### config.mk
export PLATFORM = sky130hd
export DESIGN_NAME = page_frame_bitmap_allocator
export DESIGN_NICKNAME = d
export VERILOG_FILES = /design/src/hdl/pfba_pkg.sv /design/src/hdl/page_frame_bitmap_allocator.sv /design/src/hdl/pfba_ctrl.sv /design/src/hdl/pfba_datapath.sv
export SDC_FILE = /design/constraint.sdc
export NUM_CORES = 2
export LEC_CHECK = 0
export ABC_AREA = 1
export BUFFER_PORTS_ARGS = -buffer_cell sky130_fd_sc_hd__buf_2
export CORE_ASPECT_RATIO = 0.5
export CORE_MARGIN = 2
export CORE_UTILIZATION = 25
export DETAILED_ROUTE_END_ITERATION = 10
export REMOVE_ABC_BUFFERS = 1
export SKIP_CTS_REPAIR_TIMING = 1
export SLEW_MARGIN = 0
export SYNTH_ARGS = -nofsm -noshare
export SYNTH_HDL_FRONTEND = slang
export SYNTH_HIERARCHICAL = 1
export SYNTH_SLANG_ARGS = --single-unit
### constraint.sdc
create_clock -name clk -period 9.4 [get_ports clk]
set_input_delay 1.41 -clock clk [delete_from_list [all_inputs] [get_ports clk]]
set_output_delay 1.41 -clock clk [all_outputs]
set_load 0.005 [all_outputs]
### src/hdl/pfba_pkg.sv
`default_nettype none

package pfba_pkg;

	// Frame map geometry. FRAME_BYTES is a power of two.
	localparam int NUM_FRAMES   = 1024;
	localparam int FRAME_BYTES  = 4096;
	localparam int WORD_BITS    = 32;
	localparam int MAP_WORDS    = (NUM_FRAMES + WORD_BITS - 1) / WORD_BITS;
	localparam int WORD_IDX_W   = (MAP_WORDS > 1) ? $clog2(MAP_WORDS) : 1;
	localparam int BIT_IDX_W    = $clog2(WORD_BITS);
	localparam int FRAME_IDX_W  = WORD_IDX_W + BIT_IDX_W;
	localparam int PAGE_SHIFT   = $clog2(FRAME_BYTES);
	localparam int REQ_ADDR_W   = 32;
	localparam int FRAME_ADDR_W = 22;
	localparam int ADDR_WIDE_W  = FRAME_IDX_W + PAGE_SHIFT + FRAME_ADDR_W;

	typedef enum logic {
		REQ_ALLOC = 1'b0,
		REQ_FREE  = 1'b1
	} req_type_t;

	typedef struct packed {
		logic                  req_type;
		logic [REQ_ADDR_W-1:0] free_addr;
	} pfba_req_t;

	typedef struct packed {
		logic [FRAME_ADDR_W-1:0] frame_addr;
		logic                    granted;
	} pfba_rsp_t;

	typedef enum logic [2:0] {
		ST_IDLE,
		ST_SCAN_FIRST,
		ST_SCAN,
		ST_FREE_RD,
		ST_FREE_WR,
		ST_DONE
	} pfba_state_t;

	// Commands from the controller to the datapath.
	typedef struct packed {
		logic load_req;
		logic scan_start;
		logic scan_rd;
		logic free_rd;
		logic alloc_wr;
		logic free_wr;
		logic res_grant;
		logic res_zero;
	} pfba_cmd_t;

	// Status from the datapath to the controller.
	typedef struct packed {
		logic in_is_free;
		logic hit;
		logic last_word;
		logic free_ok;
	} pfba_sts_t;

endpackage

`default_nettype wire

### src/hdl/page_frame_bitmap_allocator.sv
// Page frame allocator with one used bit per physical frame.
// Request channel (req_valid/req_ready/req): each transaction is either an
// allocate, which returns the lowest free frame from frame 1 upward and marks
// it used, or a free, which clears the bit of the frame holding req.free_addr.
// Frees of frame 0 or of frames past the end of the map are ignored.
// Response channel (rsp_valid/rsp_ready/rsp): exactly one transaction per
// request; rsp.granted is set only for a successful allocate, and
// rsp.frame_addr is zero for a failed allocate and for every free.
// An allocate scans the map one 32-frame word per cycle through the
// single read port of the map memory. A free is a read-modify-write.
// One request is in flight at a time; the next request can be taken in
// the cycle after the previous response is loaded into the output register.
// Reset marks frame 0 used and every other frame free at once, without a
// clearing pass. If the receiver stalls, the response waits in the output
// register and a finished next response waits until that register empties.
`default_nettype none

module page_frame_bitmap_allocator (
	input  wire logic                clk,
	input  wire logic                arst_n,
	input  wire logic                req_valid,
	output logic                     req_ready,
	input  wire pfba_pkg::pfba_req_t req,
	output logic                     rsp_valid,
	input  wire logic                rsp_ready,
	output pfba_pkg::pfba_rsp_t      rsp
);

	pfba_pkg::pfba_cmd_t cmd;
	pfba_pkg::pfba_sts_t sts;
	pfba_pkg::pfba_rsp_t res;
	pfba_pkg::pfba_rsp_t rsp_q;
	logic                rsp_valid_q;
	logic                rsp_load;
	logic                out_free;

	// The output register can take a new response when it is empty or
	// when its current response leaves in this cycle.
	assign out_free = !rsp_valid_q || rsp_ready;

	pfba_ctrl u_ctrl (
		.clk       (clk),
		.arst_n    (arst_n),
		.req_valid (req_valid),
		.req_ready (req_ready),
		.out_free  (out_free),
		.rsp_load  (rsp_load),
		.sts       (sts),
		.cmd       (cmd)
	);

	pfba_datapath u_datapath (
		.clk    (clk),
		.arst_n (arst_n),
		.req    (req),
		.cmd    (cmd),
		.sts    (sts),
		.res    (res)
	);

	always_ff @(posedge clk or negedge arst_n) begin
		if (!arst_n) begin
			rsp_valid_q <= 1'b0;
		end else if (rsp_load) begin
			rsp_valid_q <= 1'b1;
		end else if (rsp_ready) begin
			rsp_valid_q <= 1'b0;
		end
	end

	always_ff @(posedge clk) begin
		if (rsp_load) begin
			rsp_q <= res;
		end
	end

	assign rsp_valid = rsp_valid_q;
	assign rsp       = rsp_q;

	// A granted frame is never the reserved frame 0.
	a_grant_nonzero: assert property (@(posedge clk) disable iff (!arst_n)
		rsp_valid && rsp.granted |-> rsp.frame_addr != '0)
		else $error("granted response carries frame address zero");

	// Every response without a grant carries address zero.
	a_nogrant_zero: assert property (@(posedge clk) disable iff (!arst_n)
		rsp_valid && !rsp.granted |-> rsp.frame_addr == '0)
		else $error("response without grant carries a nonzero address");

	// Only one request is in flight: the block is busy right after taking one.
	a_busy_after_accept: assert property (@(posedge clk) disable iff (!arst_n)
		req_valid && req_ready |=> !req_ready)
		else $error("request taken while another is in flight");

endmodule

`default_nettype wire

### src/hdl/pfba_ctrl.sv
`default_nettype none

module pfba_ctrl (
	input  wire logic             clk,
	input  wire logic             arst_n,
	input  wire logic             req_valid,
	output logic                  req_ready,
	input  wire logic             out_free,
	output logic                  rsp_load,
	input  wire pfba_pkg::pfba_sts_t sts,
	output pfba_pkg::pfba_cmd_t   cmd
);

	pfba_pkg::pfba_state_t state_q;
	pfba_pkg::pfba_state_t state_d;

	always_ff @(posedge clk or negedge arst_n) begin
		if (!arst_n) begin
			state_q <= pfba_pkg::ST_IDLE;
		end else begin
			state_q <= state_d;
		end
	end

	always_comb begin
		state_d = state_q;
		unique case (state_q)
			pfba_pkg::ST_IDLE: begin
				if (req_valid) begin
					state_d = sts.in_is_free ? pfba_pkg::ST_FREE_RD : pfba_pkg::ST_SCAN_FIRST;
				end
			end
			pfba_pkg::ST_SCAN_FIRST: begin
				state_d = pfba_pkg::ST_SCAN;
			end
			pfba_pkg::ST_SCAN: begin
				if (sts.hit || sts.last_word) begin
					state_d = pfba_pkg::ST_DONE;
				end
			end
			pfba_pkg::ST_FREE_RD: begin
				state_d = pfba_pkg::ST_FREE_WR;
			end
			pfba_pkg::ST_FREE_WR: begin
				state_d = pfba_pkg::ST_DONE;
			end
			pfba_pkg::ST_DONE: begin
				if (out_free) begin
					state_d = pfba_pkg::ST_IDLE;
				end
			end
			default: begin
				state_d = pfba_pkg::ST_IDLE;
			end
		endcase
	end

	always_comb begin
		cmd       = '0;
		req_ready = 1'b0;
		rsp_load  = 1'b0;
		unique case (state_q)
			pfba_pkg::ST_IDLE: begin
				req_ready      = 1'b1;
				cmd.load_req   = req_valid;
				cmd.scan_start = req_valid;
			end
			pfba_pkg::ST_SCAN_FIRST: begin
				cmd.scan_rd = 1'b1;
			end
			pfba_pkg::ST_SCAN: begin
				if (sts.hit) begin
					cmd.alloc_wr  = 1'b1;
					cmd.res_grant = 1'b1;
				end else if (sts.last_word) begin
					cmd.res_zero = 1'b1;
				end else begin
					cmd.scan_rd = 1'b1;
				end
			end
			pfba_pkg::ST_FREE_RD: begin
				cmd.free_rd = sts.free_ok;
			end
			pfba_pkg::ST_FREE_WR: begin
				cmd.free_wr  = sts.free_ok;
				cmd.res_zero = 1'b1;
			end
			pfba_pkg::ST_DONE: begin
				rsp_load = out_free;
			end
			default: begin
				cmd = '0;
			end
		endcase
	end

endmodule

`default_nettype wire

### src/hdl/pfba_datapath.sv
`default_nettype none

module pfba_datapath (
	input  wire logic                clk,
	input  wire logic                arst_n,
	input  wire pfba_pkg::pfba_req_t req,
	input  wire pfba_pkg::pfba_cmd_t cmd,
	output pfba_pkg::pfba_sts_t      sts,
	output pfba_pkg::pfba_rsp_t      res
);

	// Frame map storage; one bit per frame, set means used.
	logic [pfba_pkg::WORD_BITS-1:0] mem [pfba_pkg::MAP_WORDS];
	logic [pfba_pkg::MAP_WORDS-1:0] word_valid_q;

	pfba_pkg::pfba_req_t              req_q;
	logic [pfba_pkg::WORD_IDX_W-1:0]  rd_idx_q;
	logic [pfba_pkg::WORD_IDX_W-1:0]  chk_idx_q;
	logic [pfba_pkg::WORD_BITS-1:0]   mem_rd_q;
	logic                             rd_valid_q;
	logic                             rd_zero_q;
	pfba_pkg::pfba_rsp_t              res_q;

	logic [pfba_pkg::REQ_ADDR_W-1:0]  free_frame;
	logic [pfba_pkg::WORD_IDX_W-1:0]  free_word;
	logic [pfba_pkg::BIT_IDX_W-1:0]   free_bit;
	logic [pfba_pkg::WORD_IDX_W-1:0]  rd_addr;
	logic                             rd_en;
	logic                             mem_we;
	logic [pfba_pkg::WORD_BITS-1:0]   rd_data;
	logic [pfba_pkg::WORD_BITS-1:0]   beyond_mask;
	logic [pfba_pkg::WORD_BITS-1:0]   free_vec;
	logic [pfba_pkg::WORD_BITS-1:0]   lowest_free;
	logic [pfba_pkg::BIT_IDX_W-1:0]   hit_bit;
	logic [pfba_pkg::WORD_BITS-1:0]   wr_data;
	logic [pfba_pkg::ADDR_WIDE_W-1:0] addr_wide;

	// Frame index of a free request; the offset inside the page is dropped.
	assign free_frame = req_q.free_addr >> pfba_pkg::PAGE_SHIFT;
	assign free_word  = free_frame[pfba_pkg::FRAME_IDX_W-1:pfba_pkg::BIT_IDX_W];
	assign free_bit   = free_frame[pfba_pkg::BIT_IDX_W-1:0];

	assign rd_en   = cmd.scan_rd | cmd.free_rd;
	assign rd_addr = cmd.free_rd ? free_word : rd_idx_q;
	assign mem_we  = cmd.alloc_wr | cmd.free_wr;

	// A word never written still holds its reset pattern: frame 0 used, rest free.
	assign rd_data = rd_valid_q ? mem_rd_q :
		(rd_zero_q ? pfba_pkg::WORD_BITS'(1) : '0);

	// Bits past the last frame of a partial final word count as used.
	always_comb begin
		logic [pfba_pkg::FRAME_IDX_W:0] fidx;
		beyond_mask = '0;
		for (int b = 0; b < pfba_pkg::WORD_BITS; b++) begin
			fidx = {1'b0, chk_idx_q, pfba_pkg::BIT_IDX_W'(b)};
			beyond_mask[b] = (fidx >= (pfba_pkg::FRAME_IDX_W + 1)'(pfba_pkg::NUM_FRAMES));
		end
	end

	assign free_vec    = ~(rd_data | beyond_mask);
	assign lowest_free = free_vec & (~free_vec + pfba_pkg::WORD_BITS'(1));

	always_comb begin
		hit_bit = '0;
		for (int b = 0; b < pfba_pkg::WORD_BITS; b++) begin
			if (lowest_free[b]) begin
				hit_bit = hit_bit | pfba_pkg::BIT_IDX_W'(b);
			end
		end
	end

	assign addr_wide = pfba_pkg::ADDR_WIDE_W'({chk_idx_q, hit_bit}) << pfba_pkg::PAGE_SHIFT;

	always_comb begin
		if (cmd.free_wr) begin
			wr_data = rd_data & ~(pfba_pkg::WORD_BITS'(1) << free_bit);
		end else begin
			wr_data = rd_data | lowest_free;
		end
	end

	always_ff @(posedge clk) begin
		if (mem_we) begin
			mem[chk_idx_q] <= wr_data;
		end
		if (rd_en) begin
			mem_rd_q <= mem[rd_addr];
		end
	end

	always_ff @(posedge clk or negedge arst_n) begin
		if (!arst_n) begin
			word_valid_q <= '0;
			rd_idx_q     <= '0;
			chk_idx_q    <= '0;
			rd_valid_q   <= 1'b0;
			rd_zero_q    <= 1'b0;
		end else begin
			if (mem_we) begin
				word_valid_q[chk_idx_q] <= 1'b1;
			end
			if (cmd.scan_start) begin
				rd_idx_q <= '0;
			end else if (cmd.scan_rd) begin
				rd_idx_q <= rd_idx_q + pfba_pkg::WORD_IDX_W'(1);
			end
			if (rd_en) begin
				chk_idx_q  <= rd_addr;
				rd_valid_q <= word_valid_q[rd_addr];
				rd_zero_q  <= (rd_addr == '0);
			end
		end
	end

	always_ff @(posedge clk) begin
		if (cmd.load_req) begin
			req_q <= req;
		end
		if (cmd.res_grant) begin
			res_q.frame_addr <= addr_wide[pfba_pkg::FRAME_ADDR_W-1:0];
			res_q.granted    <= 1'b1;
		end else if (cmd.res_zero) begin
			res_q.frame_addr <= '0;
			res_q.granted    <= 1'b0;
		end
	end

	assign res = res_q;

	assign sts.in_is_free = (req.req_type == pfba_pkg::REQ_FREE);
	assign sts.hit        = |free_vec;
	assign sts.last_word  = (chk_idx_q == pfba_pkg::WORD_IDX_W'(pfba_pkg::MAP_WORDS - 1));
	assign sts.free_ok    = (free_frame != '0) &&
		(free_frame < pfba_pkg::REQ_ADDR_W'(pfba_pkg::NUM_FRAMES));

endmodule

`default_nettype wire
After elaboration in Yosys (flattened, before gate mapping)
Memory sizes are Yosys's and may differ from the RTL's. A register that Yosys moved wholly into a read port is not among the register bits.
Cells that the tools add are included.

word-level totals
  register bits = 126
  memory bits (writable) = 1024
  input port bits = 37
  output and inout bits = 25
  logic and storage cells = 130
  memories kept = 1

memory list
  memory          depth  width  rd ports  clocked after memory_dff  wr ports  line                 RTL
  u_datapath.mem  32     32     1         1                         1         pfba_datapath.sv:13  logic [pfba_pkg::WORD_BITS-1:0] mem [pfba_pkg::MAP_WORDS];

operators by class
  add/subtract/negate cells = 2
  order comparisons = 4
  equal/unequal tests = 9
  shift operators = 1
  multiplexer cells = 78
  bitwise operators = 9
  reductions and logical operators = 13

operators by type and width
  cell                   count
  $mux 5                 20
  $not 32->32            3
  $mux 23                3
  $and 32x32->32         2
  $mux 32                2
  $or 32x32->32          2
  $add 32x1->32 const B  1
  $mux 4                 8
  $reduce_bool 32->1     1
  $reduce_or 32->1       1
  $shl 1x5->32 const A   1
  $mux 3                 10
  $mux 1                 26
  $lt 20x11->1 const B   1
  $pmux 3 s6             1
  $lt 5x6->1 const B     2
  $mux 2                 4
  $eq 3x2->1 const B     2
  $eq 3x3->1 const B     2
  $reduce_bool 2->1      3
  $add 5x1->5 const B    1
  $bmux 1 s5             1
  $demux 1 s5            1
  $eq 5x5->1 const B     1
  12 further kinds       17

Logic depth before layout (Yosys ltp)
  depth after elaboration = 38
  gate-level depth with buffers = 20
  depth with buffers taken out = 17

Cells and area by module
Netlist, hierarchy kept.

by module, submodules not included
  module                       times used  cells an instance  area an instance (um^2)  seq. area each (um^2)
  pfba_datapath                1           3593               46114.2                  33732.4
  page_frame_bitmap_allocator  1           28                 735.7                    715.7
  pfba_ctrl                    1           40                 251.5                    75.1

Worst setup path before layout
No wires, ideal clock.

  path kind = input port to flip-flop
  start point = input rsp_ready
  end point = register rsp_q, in the netlist rsp[0], enable pin
  library setup time = 464 ps
  data arrival time = 3830 ps
  required time = 8936 ps
  path slack = 5105 ps
  stages = 4
  path buffers = 0
  cells stage by stage = inv_1 nand2_2 inv_1 nor4_1

on the way
  cells in the longest elaborated chain, start to end = 2

RTL lines
  item                    line                               RTL
  start: declaration      page_frame_bitmap_allocator.sv:25  input wire logic rsp_ready,
  $logic_or 1x1->1        page_frame_bitmap_allocator.sv:39  assign out_free = !rsp_valid_q || rsp_ready;
  net out_free            page_frame_bitmap_allocator.sv:35  logic out_free;
  $mux 1                  pfba_ctrl.sv:62                    unique case (state_q)
  net rsp_load            page_frame_bitmap_allocator.sv:34  logic rsp_load;
  end signal: assignment  page_frame_bitmap_allocator.sv:73  rsp_q <= res;
  end: declaration        page_frame_bitmap_allocator.sv:32  pfba_pkg::pfba_rsp_t rsp_q;

The timed path passes the listed nets, and every way through them passes these cells.
A chain may end at the register's enable or synchronous reset.

==> results by group <==
Run status
  • Outcome: completed

Floorplan
  • Ports: 62
  • Die height: 311 um
  • DIE WIDTH: 618 um
  • Starting Density: 25.2%
  • Die Footprint: 192000 sq um
  • Row Count: 112
  • Core area: 187000 sq um

Layout
  • Most common cell after layout, fill and taps aside: edfxtp_1
  • Final core occ: 28.8%
  • Fraction of layout cells with a size suffix above 1: 11.2%
  • Diode count: 0
  • Fill cells: 18700
  • Most frequent cells in the layout: 1109 x edfxtp_1, 598 x nor2_1, 568 x o21ai_0
  • Area growth syn-to-layout: 14.1%
  • Final Non-Filler Cells: 6249
  • Nets: 3681

GRT
  • Initial antenna violation count: 1
  • Vias in the first global route: 29800
  • GRT overflow: 0
  • Global router's overall resource usage: 13.1%
  • Global-route wire length before repair: 192000 um
  • Pin count of the biggest net entering global routing: 221

Logic synthesis
  • Post-Syn Instances: 3661
  • Yosys warns: 6
  • Seq cells post-synth: 1158
  • Synth Cell Area: 47100 sq um
  • Area leader, netlist: edfxtp_1
  • Cell variety after synth: 50
  • Avg Inst Size Synth: 12.9 sq um
  • Synth top area share: 70.7%
  • Sequential share of the synthesized area: 73.3%
  • Top cells by area, synth: edfxtp_1 71%, o21ai_0 6.2%, nor2_1 5.0%

Power and ir drop
  • Pwr Density: 284 nW/um^2
  • Comb pwr share: 27.0%
  • Internal Power: 0.0100 W
  • Leakage: 17.3 nW
  • Clock power frac: 28.8%
  • Sw frac: 34.2%
  • VDD IR max: 0.000257 V
  • Power share of the sequential group: 44.2%
  • Net Switching: 0.00523 W

Drt
  • Routed wl met3: 8900 um
  • Metal2 WL: 62900 um
  • Met1 wire length: 54800 um
  • Drt via density: 4.90
  • Wirelength per Cell: 20.9 um
  • Final ANT Viol Nets: 0
  • DRT iter0 DRCs: 3457
  • Drt drc: 0
  • Drt pass-1 iters: 7
  • Top Layer Used: met4
  • Vias: 30600
  • Total wire length: 130000 um

Timing
  • Final hold slack: 417 ps
  • Final critical-path required period: 5680 ps
  • Fin worst setup slack: 3720 ps
  • RSZ-0062 raised after global routing: no
  • Fin crit share: 60.4%
  • Slew margin rel.: 5.98%
  • Setup TNS: 0 ps
  • Maximum clock rate: 176 MHz
  • Setup Skew: 29.4 ps
  • Final hold violations: 0
  • Setup-failing EPs final: 0
  • Max Slew Vio Count: 0
  • Slew of the pin with the lowest slew margin: 1410 ps

CTS
  • H-tree Lvls: 3
  • Worst-skew pair later-pin latency: 700 ps
  • Total CTS buffers: 114
  • Max clock buf depth: 3
  • Clk root buf: clkbuf_16
  • Clock Pin Slew Worst Setup and Hold Paths: 60 ps
  • CTS Sinks: 1158
  • CTS tree: yes

Place
  • Port buffer count: 49
  • Pre-CTS setup slack: 3780 ps
  • # placed instances: 6035
  • Gpl congestion: 0.907
  • DPL Wire Length: 69200 um

Setup path
  • RR Endpoint: u_datapath/mem_rd_q[4]
  • CP Class: flop to flop
  • Worst Setup EP: u_datapath/mem_rd_q[4]
  • Crit end category: flop
  • Crit. Startpoint: u_datapath/free_frame[17]
  • Reg2Reg Setup Slack: 3720 ps
  • Critical Path RT: 9940 ps
  • Crit Path Max Fanout: 79
  • R2r startpoint: u_datapath/free_frame[17]
  • Startpoint Class: flop
  • Worst Reg2Reg Path Length in Cells: 17
  • Critical path arrival: 6210 ps

Worst hold path
  • Hold crit path type: flop to flop
  • Worst Min Path Start: u_datapath/res[13]

Job
  • Max-cap violations: 0
## stage by stage
step	instance area (sq um)	power, W
floorplan	45800	0.00944
global placement	50200	0.0108
detailed placement	50200	0.0109
CTS	53700	0.0153
global route	53700	0.0159
finish	53700	0.0153
## worst min-delay path by stage
stage | cells after the start | slack, ps | end
floorplan | 0 | 400 | rsp[13]
global placement | 0 | 410 | rsp[17]
detailed placement | 0 | 410 | rsp[21]
CTS | 0 | 420 | rsp[21]
global route | 0 | 430 | rsp[21]
finish | 0 | 420 | rsp[13]
## area by class of cell
type | instances | area, sq um | share of cell area (%)
Timing Repair Buffer | 113 | 763 | 1.42
Sequential cell | 1158 | 34500 | 64.2
Inverter | 113 | 450 | 0.838
Multi-Input combinational cell | 2143 | 11300 | 21.0
Clock buffer | 151 | 3000 | 5.59
Clock inverter | 63 | 569 | 1.06
Tap cell | 2508 | 3140 | 5.84
## critical path, stage by stage (launching register included)
cell and delay [ps]:
edfxtp_1 360, nor4_1 320, nand3b_1 480, a311oi_1 370, inv_1 130, nor3_1 180
buf_4 230, nand2_1 110, o21ai_4 70, buf_4 540, buf_4 850, buf_4 770
o21ai_0 190, o221ai_1 250, nand3_1 110, nand2_1 140, nand2_1 60, nand2_1 190
## registers in the layout, indices dropped and copies added (netlist names)
register / flops
u_ctrl/state_q: 3
rsp_valid: 1
u_datapath/rd_zero_q: 1
u_datapath/rd_idx_q: 5
u_datapath/rd_valid_q: 1
u_datapath/mem: 1024
u_datapath/res: 11
u_datapath/free_bit: 5
u_datapath/free_frame: 15
u_datapath/word_valid_q: 32
u_datapath/chk_idx_q: 5
u_datapath/mem_rd_q: 32
rsp: 23
## metal layers
metal	track usage, %	up-vias
li1	-	13600
met1	17.4	15600
met2	22.1	1223
met3	1.78	215
met4	4.20	0
met5	0	-
## Yosys cell counts (all sizes together)
master and instances:
a21oi 21, a22o 1, a311oi 1, and2 1, and3 1, buf 133, clkbuf 125, clkinv 3
conb 1, dfrtp 48, dfxtp 1, edfxtp 1109, ha 1, inv 110, nand2 305, nand3 217
nand3b 4, nand4 23, nor2 657, nor3 15, nor3b 1, nor4 3, o211ai 9, o21a 1
o21ai 592, o221ai 256, o22ai 3, o31ai 4, or2 14, xnor2 1
## logic make-up (layout without fill, tap and decap cells)
logic type,Yosys count,after routing,share of synthesized area [%]
and+or+nand+nor,1241,1241,11.2
DFF,1158,1158,73.3
AOI/OAI and AO/OA,888,888,11.7
buffers and inverters,371,440,3.71
adders and majority gates,1,1,0.0266
other,1,12,0.00796
xor gates and xnor gates,1,1,0.0186
## power groups by stage
| stage | Combinational, W | Sequential, W | Clock [W] |
|---|---|---|---|
| final | 0.00413 | 0.00675 | 0.00439 |
| after global routing | 0.00453 | 0.00678 | 0.00464 |
| after CTS | 0.00409 | 0.00675 | 0.00445 |
| after detailed placement | 0.00407 | 0.00685 | 0 |
| after global placement | 0.00393 | 0.00684 | 0 |
| after floorplan | 0.00260 | 0.00685 | 0 |
No activity file was read; power rests on OpenSTA's default activity.
